[config.mk]
export PLATFORM = sky130hd
export DESIGN_NAME = stitch_path_statistics
export DESIGN_NICKNAME = d
export VERILOG_FILES = /design/src/rtl/core/sps_pkg.sv /design/src/rtl/core/sps_dist.sv /design/src/rtl/core/sps_stats.sv /design/src/rtl/core/stitch_path_statistics.sv
export SDC_FILE = /design/constraint.sdc
export NUM_CORES = 2
export LEC_CHECK = 0
export ABC_AREA = 1
export BUFFER_PORTS_ARGS = -buffer_cell sky130_fd_sc_hd__clkbuf_2
export CORE_ASPECT_RATIO = 0.75
export CORE_MARGIN = 2
export CORE_UTILIZATION = 50
export DETAILED_ROUTE_END_ITERATION = 8
export GPL_ROUTABILITY_DRIVEN = 0
export PLACE_DENSITY = 0.67
export SLEW_MARGIN = 20
export SYNTH_ARGS = -nofsm -noshare
export SYNTH_HDL_FRONTEND = slang
export SYNTH_SLANG_ARGS = --single-unit
[constraint.sdc]
create_clock -name clk -period 10 [get_ports clk]
set_input_delay 1 -clock clk [delete_from_list [all_inputs] [get_ports clk]]
set_output_delay 1 -clock clk [all_outputs]
set_load 0.02 [all_outputs]
[src/rtl/core/sps_pkg.sv]
// ----------------------------------------------------------------------------
// Stitch path statistics package
// Shared widths, word types, register indexes and helper functions.
// ----------------------------------------------------------------------------
`timescale 1ns / 1ps
`default_nettype none

package sps_pkg;

    // Internal count width and coordinate width.
    localparam int COUNT_BITS = 20;
    localparam int COORD_BITS = 24;

    // Fixed field widths of the words.
    localparam int POS_BITS     = 24;
    localparam int FLAG_BITS    = 8;
    localparam int CNT_OUT_BITS = 20;
    localparam int SUM_BITS     = 40;
    localparam int LEN_BITS     = 25;

    // Square root sizing: the squared distance is below 2^(2*COORD_BITS+1).
    localparam int PROD_BITS     = 2 * COORD_BITS;
    localparam int ROOT_BITS     = COORD_BITS + 1;
    localparam int RAD_BITS      = 2 * ROOT_BITS;
    localparam int ROOT_EXT_BITS = (ROOT_BITS > LEN_BITS) ? ROOT_BITS : LEN_BITS;

    localparam logic [COUNT_BITS-1:0] COUNT_MAX = {COUNT_BITS{1'b1}};
    localparam logic [SUM_BITS-1:0]   SUM_MAX   = {SUM_BITS{1'b1}};
    localparam logic [LEN_BITS-1:0]   LEN_MAX   = {LEN_BITS{1'b1}};

    // Configuration port.
    localparam int CFG_INDEX_BITS = 4;

    localparam logic [CFG_INDEX_BITS-1:0] REG_NORMAL_CODE = CFG_INDEX_BITS'(0);
    localparam logic [CFG_INDEX_BITS-1:0] REG_JUMP_MASK   = CFG_INDEX_BITS'(1);
    localparam logic [CFG_INDEX_BITS-1:0] REG_TRIM_MASK   = CFG_INDEX_BITS'(2);
    localparam logic [CFG_INDEX_BITS-1:0] REG_END_MASK    = CFG_INDEX_BITS'(3);

    localparam logic [FLAG_BITS-1:0] NORMAL_CODE_RESET = 8'd0;
    localparam logic [FLAG_BITS-1:0] JUMP_MASK_RESET   = 8'd1;
    localparam logic [FLAG_BITS-1:0] TRIM_MASK_RESET   = 8'd2;
    localparam logic [FLAG_BITS-1:0] END_MASK_RESET    = 8'd16;

    typedef logic signed [COORD_BITS-1:0] coord_t;

    typedef struct packed {
        logic [FLAG_BITS-1:0] normal_code;
        logic [FLAG_BITS-1:0] jump_mask;
        logic [FLAG_BITS-1:0] trim_mask;
        logic [FLAG_BITS-1:0] end_mask;
    } cfg_t;

    typedef struct packed {
        logic signed [POS_BITS-1:0] pos_x;
        logic signed [POS_BITS-1:0] pos_y;
        logic [FLAG_BITS-1:0]       stitch_flags;
        logic                       last_stitch;
    } in_word_t;

    typedef struct packed {
        logic [CNT_OUT_BITS-1:0] stitch_total;
        logic [CNT_OUT_BITS-1:0] real_total;
        logic [CNT_OUT_BITS-1:0] jump_total;
        logic [CNT_OUT_BITS-1:0] trim_total;
        logic [SUM_BITS-1:0]     thread_length;
        logic [LEN_BITS-1:0]     shortest_length;
        logic [LEN_BITS-1:0]     longest_length;
    } out_word_t;

    // Control from the sequencer to the statistics registers.
    typedef struct packed {
        logic                 update;
        logic                 clear;
        logic                 had_prev;
        logic [FLAG_BITS-1:0] flags;
        logic [FLAG_BITS-1:0] prev_flags;
    } stats_ctl_t;

    // The low COORD_BITS of a position, as two's complement.
    function automatic coord_t to_coord(input logic signed [POS_BITS-1:0] v);
        return COORD_BITS'(v);
    endfunction

    function automatic logic [COUNT_BITS-1:0] sat_inc(input logic [COUNT_BITS-1:0] c);
        return (c == COUNT_MAX) ? c : c + COUNT_BITS'(1);
    endfunction

endpackage

`default_nettype wire

[src/rtl/core/sps_dist.sv]
// ----------------------------------------------------------------------------
// Stitch distance unit
// Absolute differences, one shared multiplier for both squares, then a
// bit-serial floor square root that resolves one root bit per cycle.
// ----------------------------------------------------------------------------
`timescale 1ns / 1ps
`default_nettype none

module sps_dist
    import sps_pkg::*;
(
    input  wire logic                clk,
    input  wire logic                rst_n,
    input  wire logic                start,
    input  wire coord_t              cur_x,
    input  wire coord_t              cur_y,
    input  wire coord_t              prev_x,
    input  wire coord_t              prev_y,
    output logic                     done,
    output logic [LEN_BITS-1:0]      len
);

    localparam int CNT_BITS = $clog2(ROOT_BITS);

    typedef enum logic [2:0] {
        D_IDLE,
        D_MX,
        D_MY,
        D_ADD,
        D_ROOT,
        D_DONE
    } dist_state_t;

    dist_state_t               state_reg;
    logic [COORD_BITS-1:0]     dx_reg;
    logic [COORD_BITS-1:0]     dy_reg;
    logic [PROD_BITS-1:0]      prod_reg;
    logic [PROD_BITS-1:0]      acc_reg;
    logic [RAD_BITS-1:0]       rad_reg;
    logic [ROOT_BITS+1:0]      rem_reg;
    logic [ROOT_BITS-1:0]      root_reg;
    logic [CNT_BITS-1:0]       cnt_reg;

    logic signed [COORD_BITS:0] dx_ab, dx_ba, dy_ab, dy_ba;
    logic [COORD_BITS-1:0]      dx_mag, dy_mag;
    logic [COORD_BITS-1:0]      mul_a;
    logic [PROD_BITS-1:0]       product;
    logic [ROOT_BITS+1:0]       rem_sh;
    logic [ROOT_BITS+1:0]       trial;
    logic                       take;
    logic [ROOT_EXT_BITS-1:0]   root_ext;

    // Both subtraction orders in parallel; the sign of one picks the magnitude.
    assign dx_ab  = {cur_x[COORD_BITS-1], cur_x} - {prev_x[COORD_BITS-1], prev_x};
    assign dx_ba  = {prev_x[COORD_BITS-1], prev_x} - {cur_x[COORD_BITS-1], cur_x};
    assign dy_ab  = {cur_y[COORD_BITS-1], cur_y} - {prev_y[COORD_BITS-1], prev_y};
    assign dy_ba  = {prev_y[COORD_BITS-1], prev_y} - {cur_y[COORD_BITS-1], cur_y};
    assign dx_mag = dx_ab[COORD_BITS] ? dx_ba[COORD_BITS-1:0] : dx_ab[COORD_BITS-1:0];
    assign dy_mag = dy_ab[COORD_BITS] ? dy_ba[COORD_BITS-1:0] : dy_ab[COORD_BITS-1:0];

    assign mul_a   = (state_reg == D_MX) ? dx_reg : dy_reg;
    assign product = PROD_BITS'(mul_a) * PROD_BITS'(mul_a);

    // One step of the restoring square root: bring in two radicand bits.
    assign rem_sh = {rem_reg[ROOT_BITS-1:0], rad_reg[RAD_BITS-1 -: 2]};
    assign trial  = {root_reg, 2'b01};
    assign take   = (rem_sh >= trial);

    assign root_ext = ROOT_EXT_BITS'(root_reg);
    assign len      = (root_ext > ROOT_EXT_BITS'(LEN_MAX)) ? LEN_MAX
                                                          : root_ext[LEN_BITS-1:0];
    assign done     = (state_reg == D_DONE);

    always_ff @(posedge clk or negedge rst_n)
    begin
        if (!rst_n)
        begin
            state_reg <= D_IDLE;
            cnt_reg   <= '0;
        end
        else
        begin
            case (state_reg)
                D_IDLE:
                begin
                    if (start)
                    begin
                        dx_reg    <= dx_mag;
                        dy_reg    <= dy_mag;
                        state_reg <= D_MX;
                    end
                end
                D_MX:
                begin
                    prod_reg  <= product;
                    state_reg <= D_MY;
                end
                D_MY:
                begin
                    acc_reg   <= prod_reg;
                    prod_reg  <= product;
                    state_reg <= D_ADD;
                end
                D_ADD:
                begin
                    rad_reg   <= RAD_BITS'(acc_reg) + RAD_BITS'(prod_reg);
                    rem_reg   <= '0;
                    root_reg  <= '0;
                    cnt_reg   <= '0;
                    state_reg <= D_ROOT;
                end
                D_ROOT:
                begin
                    rad_reg  <= rad_reg << 2;
                    rem_reg  <= take ? rem_sh - trial : rem_sh;
                    root_reg <= {root_reg[ROOT_BITS-2:0], take};
                    cnt_reg  <= cnt_reg + CNT_BITS'(1);
                    if (cnt_reg == CNT_BITS'(ROOT_BITS - 1))
                    begin
                        state_reg <= D_DONE;
                    end
                end
                D_DONE:
                begin
                    state_reg <= D_IDLE;
                end
                default:
                begin
                    state_reg <= D_IDLE;
                end
            endcase
        end
    end

endmodule

`default_nettype wire

[src/rtl/core/sps_stats.sv]
// ----------------------------------------------------------------------------
// Stitch statistics registers
// Saturating stitch counts, thread length sum and the shortest and longest
// normal-to-normal lengths of the current pattern.
// ----------------------------------------------------------------------------
`timescale 1ns / 1ps
`default_nettype none

module sps_stats
    import sps_pkg::*;
(
    input  wire logic                clk,
    input  wire logic                rst_n,
    input  wire cfg_t                cfg,
    input  wire stats_ctl_t          ctl,
    input  wire logic [LEN_BITS-1:0] len,
    output out_word_t                stats
);

    logic [COUNT_BITS-1:0] all_reg,  all_next;
    logic [COUNT_BITS-1:0] real_reg, real_next;
    logic [COUNT_BITS-1:0] jump_reg, jump_next;
    logic [COUNT_BITS-1:0] trim_reg, trim_next;
    logic [SUM_BITS-1:0]   sum_reg,  sum_next;
    logic [LEN_BITS-1:0]   min_reg,  min_next;
    logic [LEN_BITS-1:0]   max_reg,  max_next;

    logic [SUM_BITS:0] sum_ext;
    logic              is_normal;
    logic              is_pair;

    assign sum_ext   = {1'b0, sum_reg} + (SUM_BITS + 1)'(len);
    assign is_normal = ctl.had_prev && (ctl.flags == cfg.normal_code);
    assign is_pair   = is_normal && (ctl.prev_flags == cfg.normal_code);

    always_comb
    begin
        all_next  = all_reg;
        real_next = real_reg;
        jump_next = jump_reg;
        trim_next = trim_reg;
        sum_next  = sum_reg;
        min_next  = min_reg;
        max_next  = max_reg;
        if (ctl.clear)
        begin
            all_next  = '0;
            real_next = '0;
            jump_next = '0;
            trim_next = '0;
            sum_next  = '0;
            min_next  = LEN_MAX;
            max_next  = '0;
        end
        else if (ctl.update)
        begin
            all_next = sat_inc(all_reg);
            if ((ctl.flags & (cfg.jump_mask | cfg.trim_mask | cfg.end_mask)) == '0)
            begin
                real_next = sat_inc(real_reg);
            end
            if ((ctl.flags & cfg.jump_mask) != '0)
            begin
                jump_next = sat_inc(jump_reg);
            end
            if ((ctl.flags & cfg.trim_mask) != '0)
            begin
                trim_next = sat_inc(trim_reg);
            end
            if (is_normal)
            begin
                sum_next = sum_ext[SUM_BITS] ? SUM_MAX : sum_ext[SUM_BITS-1:0];
            end
            if (is_pair && (len < min_reg))
            begin
                min_next = len;
            end
            if (is_pair && (len > max_reg))
            begin
                max_next = len;
            end
        end
    end

    always_ff @(posedge clk or negedge rst_n)
    begin
        if (!rst_n)
        begin
            all_reg  <= '0;
            real_reg <= '0;
            jump_reg <= '0;
            trim_reg <= '0;
            sum_reg  <= '0;
            min_reg  <= LEN_MAX;
            max_reg  <= '0;
        end
        else
        begin
            all_reg  <= all_next;
            real_reg <= real_next;
            jump_reg <= jump_next;
            trim_reg <= trim_next;
            sum_reg  <= sum_next;
            min_reg  <= min_next;
            max_reg  <= max_next;
        end
    end

    assign stats.stitch_total    = CNT_OUT_BITS'(all_reg);
    assign stats.real_total      = CNT_OUT_BITS'(real_reg);
    assign stats.jump_total      = CNT_OUT_BITS'(jump_reg);
    assign stats.trim_total      = CNT_OUT_BITS'(trim_reg);
    assign stats.thread_length   = sum_reg;
    assign stats.shortest_length = min_reg;
    assign stats.longest_length  = max_reg;

endmodule

`default_nettype wire

[src/rtl/core/stitch_path_statistics.sv]
// ----------------------------------------------------------------------------
// Stitch path statistics
// Walks a stream of stitches and reports counts and thread lengths at the
// end of each pattern.
// ----------------------------------------------------------------------------
// Usage. Stitch words arrive on in_valid / in_ready / in_word; one statistics
// word leaves on out_valid / out_ready / out_word for each stitch that has
// last_stitch set. The user writes registers through cfg_we / cfg_index /
// cfg_wdata, one write per cycle, while idle; the block does not enforce it.
// Flow. One stitch is taken at a time and in_ready stays low while it
// is worked on. The first stitch of a pattern goes through accept and
// update only; every later stitch also passes the distance unit, whose
// bit-serial square root, one root bit per cycle, is its longest step;
// the squares share a single multiplier ahead of it. The last stitch
// then loads the result into the output register.
// Result. out_valid rises once a closing stitch has been updated and its
// result loaded; the load waits while the output register is still full.
// Stalls. The result sits in an output register and further stitches are
// accepted while it waits; only a following last stitch holds until the
// previous result has been taken.
// Reset. rst_n clears all counts and the previous stitch, sets the
// registers to their defaults and empties the output register.
// ----------------------------------------------------------------------------
`timescale 1ns / 1ps
`default_nettype none

module stitch_path_statistics
    import sps_pkg::*;
(
    input  wire logic                      clk,
    input  wire logic                      rst_n,
    input  wire logic                      cfg_we,
    input  wire logic [CFG_INDEX_BITS-1:0] cfg_index,
    input  wire logic [FLAG_BITS-1:0]      cfg_wdata,
    input  wire logic                      in_valid,
    output logic                           in_ready,
    input  wire in_word_t                  in_word,
    output logic                           out_valid,
    input  wire logic                      out_ready,
    output out_word_t                      out_word
);

    typedef enum logic [1:0] {
        ST_IDLE,
        ST_DIST,
        ST_UPDATE,
        ST_EMIT
    } seq_state_t;

    seq_state_t           state_reg,      state_next;
    cfg_t                 cfg_reg;
    logic [FLAG_BITS-1:0] flags_reg,      flags_next;
    logic                 last_reg,       last_next;
    coord_t               cur_x_reg,      cur_x_next;
    coord_t               cur_y_reg,      cur_y_next;
    coord_t               prev_x_reg,     prev_x_next;
    coord_t               prev_y_reg,     prev_y_next;
    logic [FLAG_BITS-1:0] prev_flags_reg, prev_flags_next;
    logic                 have_prev_reg,  have_prev_next;
    logic                 had_prev_reg,   had_prev_next;
    logic                 out_valid_reg,  out_valid_next;
    out_word_t            out_word_reg,   out_word_next;

    logic                 in_fire;
    logic                 emit_fire;
    logic                 dist_done;
    logic [LEN_BITS-1:0]  dist_len;
    stats_ctl_t           stats_ctl;
    out_word_t            stats;

    assign in_ready  = (state_reg == ST_IDLE);
    assign in_fire   = in_valid && in_ready;
    assign emit_fire = (state_reg == ST_EMIT) && (!out_valid_reg || out_ready);
    assign out_valid = out_valid_reg;
    assign out_word  = out_word_reg;

    // Registers take the whole 8-bit write data; unknown indexes are ignored.
    always_ff @(posedge clk or negedge rst_n)
    begin
        if (!rst_n)
        begin
            cfg_reg.normal_code <= NORMAL_CODE_RESET;
            cfg_reg.jump_mask   <= JUMP_MASK_RESET;
            cfg_reg.trim_mask   <= TRIM_MASK_RESET;
            cfg_reg.end_mask    <= END_MASK_RESET;
        end
        else if (cfg_we)
        begin
            case (cfg_index)
                REG_NORMAL_CODE: cfg_reg.normal_code <= cfg_wdata;
                REG_JUMP_MASK:   cfg_reg.jump_mask   <= cfg_wdata;
                REG_TRIM_MASK:   cfg_reg.trim_mask   <= cfg_wdata;
                REG_END_MASK:    cfg_reg.end_mask    <= cfg_wdata;
                default:         ;
            endcase
        end
    end

    // The distance is measured from the previous stitch to the one arriving.
    sps_dist u_dist (
        .clk    (clk),
        .rst_n  (rst_n),
        .start  (in_fire && have_prev_reg),
        .cur_x  (to_coord(in_word.pos_x)),
        .cur_y  (to_coord(in_word.pos_y)),
        .prev_x (prev_x_reg),
        .prev_y (prev_y_reg),
        .done   (dist_done),
        .len    (dist_len)
    );

    assign stats_ctl.update     = (state_reg == ST_UPDATE);
    assign stats_ctl.clear      = emit_fire;
    assign stats_ctl.had_prev   = had_prev_reg;
    assign stats_ctl.flags      = flags_reg;
    assign stats_ctl.prev_flags = prev_flags_reg;

    sps_stats u_stats (
        .clk   (clk),
        .rst_n (rst_n),
        .cfg   (cfg_reg),
        .ctl   (stats_ctl),
        .len   (dist_len),
        .stats (stats)
    );

    always_comb
    begin
        state_next      = state_reg;
        flags_next      = flags_reg;
        last_next       = last_reg;
        cur_x_next      = cur_x_reg;
        cur_y_next      = cur_y_reg;
        prev_x_next     = prev_x_reg;
        prev_y_next     = prev_y_reg;
        prev_flags_next = prev_flags_reg;
        have_prev_next  = have_prev_reg;
        had_prev_next   = had_prev_reg;
        out_valid_next  = out_valid_reg && !out_ready;
        out_word_next   = out_word_reg;
        case (state_reg)
            ST_IDLE:
            begin
                if (in_fire)
                begin
                    flags_next    = in_word.stitch_flags;
                    last_next     = in_word.last_stitch;
                    cur_x_next    = to_coord(in_word.pos_x);
                    cur_y_next    = to_coord(in_word.pos_y);
                    had_prev_next = have_prev_reg;
                    state_next    = have_prev_reg ? ST_DIST : ST_UPDATE;
                end
            end
            ST_DIST:
            begin
                if (dist_done)
                begin
                    state_next = ST_UPDATE;
                end
            end
            ST_UPDATE:
            begin
                prev_x_next     = cur_x_reg;
                prev_y_next     = cur_y_reg;
                prev_flags_next = flags_reg;
                have_prev_next  = 1'b1;
                state_next      = last_reg ? ST_EMIT : ST_IDLE;
            end
            ST_EMIT:
            begin
                if (emit_fire)
                begin
                    out_valid_next = 1'b1;
                    out_word_next  = stats;
                    // A pattern of a single stitch has no lengths at all.
                    if (!had_prev_reg)
                    begin
                        out_word_next.thread_length   = '0;
                        out_word_next.shortest_length = '0;
                        out_word_next.longest_length  = '0;
                    end
                    prev_x_next     = '0;
                    prev_y_next     = '0;
                    prev_flags_next = '0;
                    have_prev_next  = 1'b0;
                    state_next      = ST_IDLE;
                end
            end
            default:
            begin
                state_next = ST_IDLE;
            end
        endcase
    end

    always_ff @(posedge clk or negedge rst_n)
    begin
        if (!rst_n)
        begin
            state_reg      <= ST_IDLE;
            prev_x_reg     <= '0;
            prev_y_reg     <= '0;
            prev_flags_reg <= '0;
            have_prev_reg  <= 1'b0;
            had_prev_reg   <= 1'b0;
            last_reg       <= 1'b0;
            out_valid_reg  <= 1'b0;
        end
        else
        begin
            state_reg      <= state_next;
            prev_x_reg     <= prev_x_next;
            prev_y_reg     <= prev_y_next;
            prev_flags_reg <= prev_flags_next;
            have_prev_reg  <= have_prev_next;
            had_prev_reg   <= had_prev_next;
            last_reg       <= last_next;
            out_valid_reg  <= out_valid_next;
        end
    end

    always_ff @(posedge clk)
    begin
        flags_reg    <= flags_next;
        cur_x_reg    <= cur_x_next;
        cur_y_reg    <= cur_y_next;
        out_word_reg <= out_word_next;
    end

`ifndef ASSERT_OFF
    // The distance unit only finishes while the sequencer waits for it.
    a_done_in_dist: assert property (@(posedge clk) disable iff (!rst_n)
        dist_done |-> (state_reg == ST_DIST))
        else $error("distance finished outside the wait state");

    // A stitch that follows another must go through the distance unit.
    a_dist_after_prev: assert property (@(posedge clk) disable iff (!rst_n)
        (in_fire && have_prev_reg) |=> (state_reg == ST_DIST))
        else $error("stitch with a predecessor skipped the distance unit");

    // Loading a result clears the pattern so the next stitch starts afresh.
    a_emit_clears: assert property (@(posedge clk) disable iff (!rst_n)
        emit_fire |=> (!have_prev_reg && out_valid_reg && in_ready))
        else $error("pattern state not cleared after result");
`endif

endmodule

`default_nettype wire
==> results.md <==
* Status: finished, final reports clean
* Slowest Stage Delay on Critical Path at 0.57 ns
* Largest family of logic cells by synthesized area: adder cells
* Clock sinks at 740
* Final period utilization at 84.7%
* Worst-case clock skew at 0.0337 ns
* Average size of a mapped cell at 8.07 um2
* Die Span Y at 306 um
* Most numerous cell in the Yosys netlist: nand2_1
* Post-Synth Adder-Cell Area at 22.7%
* Place WS at 1.70 ns
* Synth Register Bits at 740
* Min cycle time layout at 8.47 ns
* Total routed wirelength at 165000 um
* Antenna violations before repair at 7
* Worst-skew pair later-pin latency at 0.72 ns
* Vias in the first global route at 48800
* Worst-path maximum fanout at 35
* RSZ-0062 raised after global routing: false
* Top cell type's share of synthesized area at 23.0%
* Share of async-settable or async-resettable flops after synthesis at 36.8%
* PortBufs at 245
* Synth Cell Area at 61000 um2
* Root buffer cell: clkbuf_16
* Largest area contributor in the netlist: edfxtp_1
* EDFF count, synth at 468
* CP startpoint kind: flip-flop
* Placed cell areas at 63700 um2
* Core box area at 121000 um2
* Largest net degree at the start of global routing at 92
* Ranking of synthesized cells by area: edfxtp_1 (23%), fa_1 (14%), nand2_1 (11%), dfrtp_1 (10%), inv_1 (8.9%)
* Synth Area in Simple Gates at 22.2%
* Post-Syn Instances at 7561
* Vias per std cell at 5.35
* HP Class: primary input to asynchronous set/reset pin
* Synth Area in Compound Gates at 7.21%
* CTS tree: built
* Die width at 407 um
* Total GRT Usage at 26.6%
* # IOs at 246
* Ys Warns at 0
* Setup Viol. Count Final at 0
* Main synth FF type: edfxtp_1
* Final Hold Vio Count at 0
* Total CTS buffers at 79
* H-tree Lvls at 3
* Mux cell area share after synthesis at 0%
* Max-capacitance violation count at 0
* Avg WL per Cell at 17.5 um
* Post-route cell area at 66500 um2
* Area delta synth->final at 8.99%
* Row count at 110
* TritonRoute pass-1 iters at 8
* Critical path's slowest cell: o21ai_0
* Post_cts resized at 0
* Fin. max-slew vios at 0
* Worst Path Required at 10.44 ns
* Share of layout cells above drive strength 1 at 6.52%
* Final nets at 8653
* Clk slew on worst S/H paths at 0.06 ns
* Hold_buf cts at 0
* CP dominant cell by count: inv_1
* Hpwl dp at 130000 um
* Worst-margin pin slew at 0.989 ns
* Net Count, Synth at 8484
* Postcts setup bufs at 0
* Post-route ant nets at 0
* Endpoint class of the critical path: flip-flop
* Fin Setup TNS at 0 ns
* Yosys cell types at 56
* DR iter-0 viols at 4956
* Post-Synth XOR/XNOR Area at 3.10%
* Relative slew slack at 34.0%
* CTS Buffer Depth at 3
* Fmax at 118 MHz
* First-pass GRT wire length at 266000 um
* Remaining Overflow, GRT at 0
* Commonest cells post-synth: nand2_1 (1864), inv_1 (1446), nor2_1 (716), edfxtp_1 (468), nand3_1 (446)
* Vias at 50400
* Setup ws final at 1.53 ns
* Initial Utilization at 50.6%
* Post-route DRC at 0
* Sequential share of the synthesized area at 34.3%
* Die Area at 125000 um2
* Crit path DAT at 8.91 ns
* Number of flip-flops in the largest register at 170
* Crit Path Class: flip-flop to flip-flop
## layout make-up
class                      instances  area, um2
sequential                       740      20900
antenna                            5       12.5
timing repair buffer             287       1550
tap                             1624       2030
inverter                        1465       5500
clock buffer                     109       2190
fill                           11200      54100
clock inverter                    38        557
multi-input combinational       5157      33700
## cell families after synthesis
kind of cell,count (synthesis)
flops,740
simple gates,3287
fa+ha+maj,849
compound gates,805
xor+xnor,216
buf+inv,1664
## critical path: cells and delay by family (launching register included)
| kind | cells | cell delay, ns |
|---|---|---|
| buf+inv | 11 | 1.57 |
| xor+xnor | 1 | 0.09 |
| fa+ha+maj | 8 | 4.05 |
| flops | 1 | 0.38 |
| compound gates | 3 | 1.02 |
| simple gates | 6 | 1.06 |
## placed cells by master (no fill, tap or decap), drive strengths merged, types with 14 or more instances in the layout
cell type	Yosys	final
o21bai	31	31
fa	433	433
nand4	109	109
ha	416	416
clkinv	4	22
nand3	448	448
xnor2	74	74
buf	76	43
or2	14	14
a21oi	322	322
o21ai	353	353
dfstp	28	28
nand2	1872	1872
edfxtp	468	468
xor2	142	142
nor2	720	720
inv	1461	1468
nor3	80	80
dfrtp	244	244
clkbuf	123	353
o31ai	38	38
## worst paths after layout
path                                                 startpoint                            end  slack (ns)  cells past startpoint
worst max-delay path            u_dist.state_reg[0]$_DFFE_PN0P_  u_dist.prod_reg[40]$_DFFE_PP_        1.53                     29
worst min-delay path                                      rst_n     prev_y_reg[16]$_DFFE_PN0P_        0.20                      1
worst max register to register  u_dist.state_reg[0]$_DFFE_PN0P_  u_dist.prod_reg[40]$_DFFE_PP_        1.53                     29
worst min register to register    u_dist.prod_reg[17]$_DFFE_PP_   u_dist.acc_reg[17]$_DFFE_PP_        0.45                      0
max in group asynchronous                                 rst_n       had_prev_reg$_DFFE_PN0P_        8.56                      2
min in group clk                  u_dist.prod_reg[17]$_DFFE_PP_   u_dist.acc_reg[17]$_DFFE_PP_        0.45                      0
## layer usage
layer | track usage, % | up-vias | part of all wire, %
li1 | - | 24100 | -
met1 | 40.1 | 24000 | 47
met2 | 39.3 | 2092 | 42
met3 | 4.94 | 251 | 9.0
met4 | 6.53 | 4 | 2.3
met5 | 0 | - | 0.016
## metrics by stage
stage	instances	hold slack [ns]	utilization, %
global placement	9273	0.448	52.8
global route	9423	0.192	55.1
detailed placement	9273	0.445	52.8
floorplan	7561	0.420	-
CTS	9420	0.165	55.1
finish	9425	0.201	55.1
Power is not shown: default switching activity piles up to over one toggle a cycle in this logic, so the estimate is an artifact.
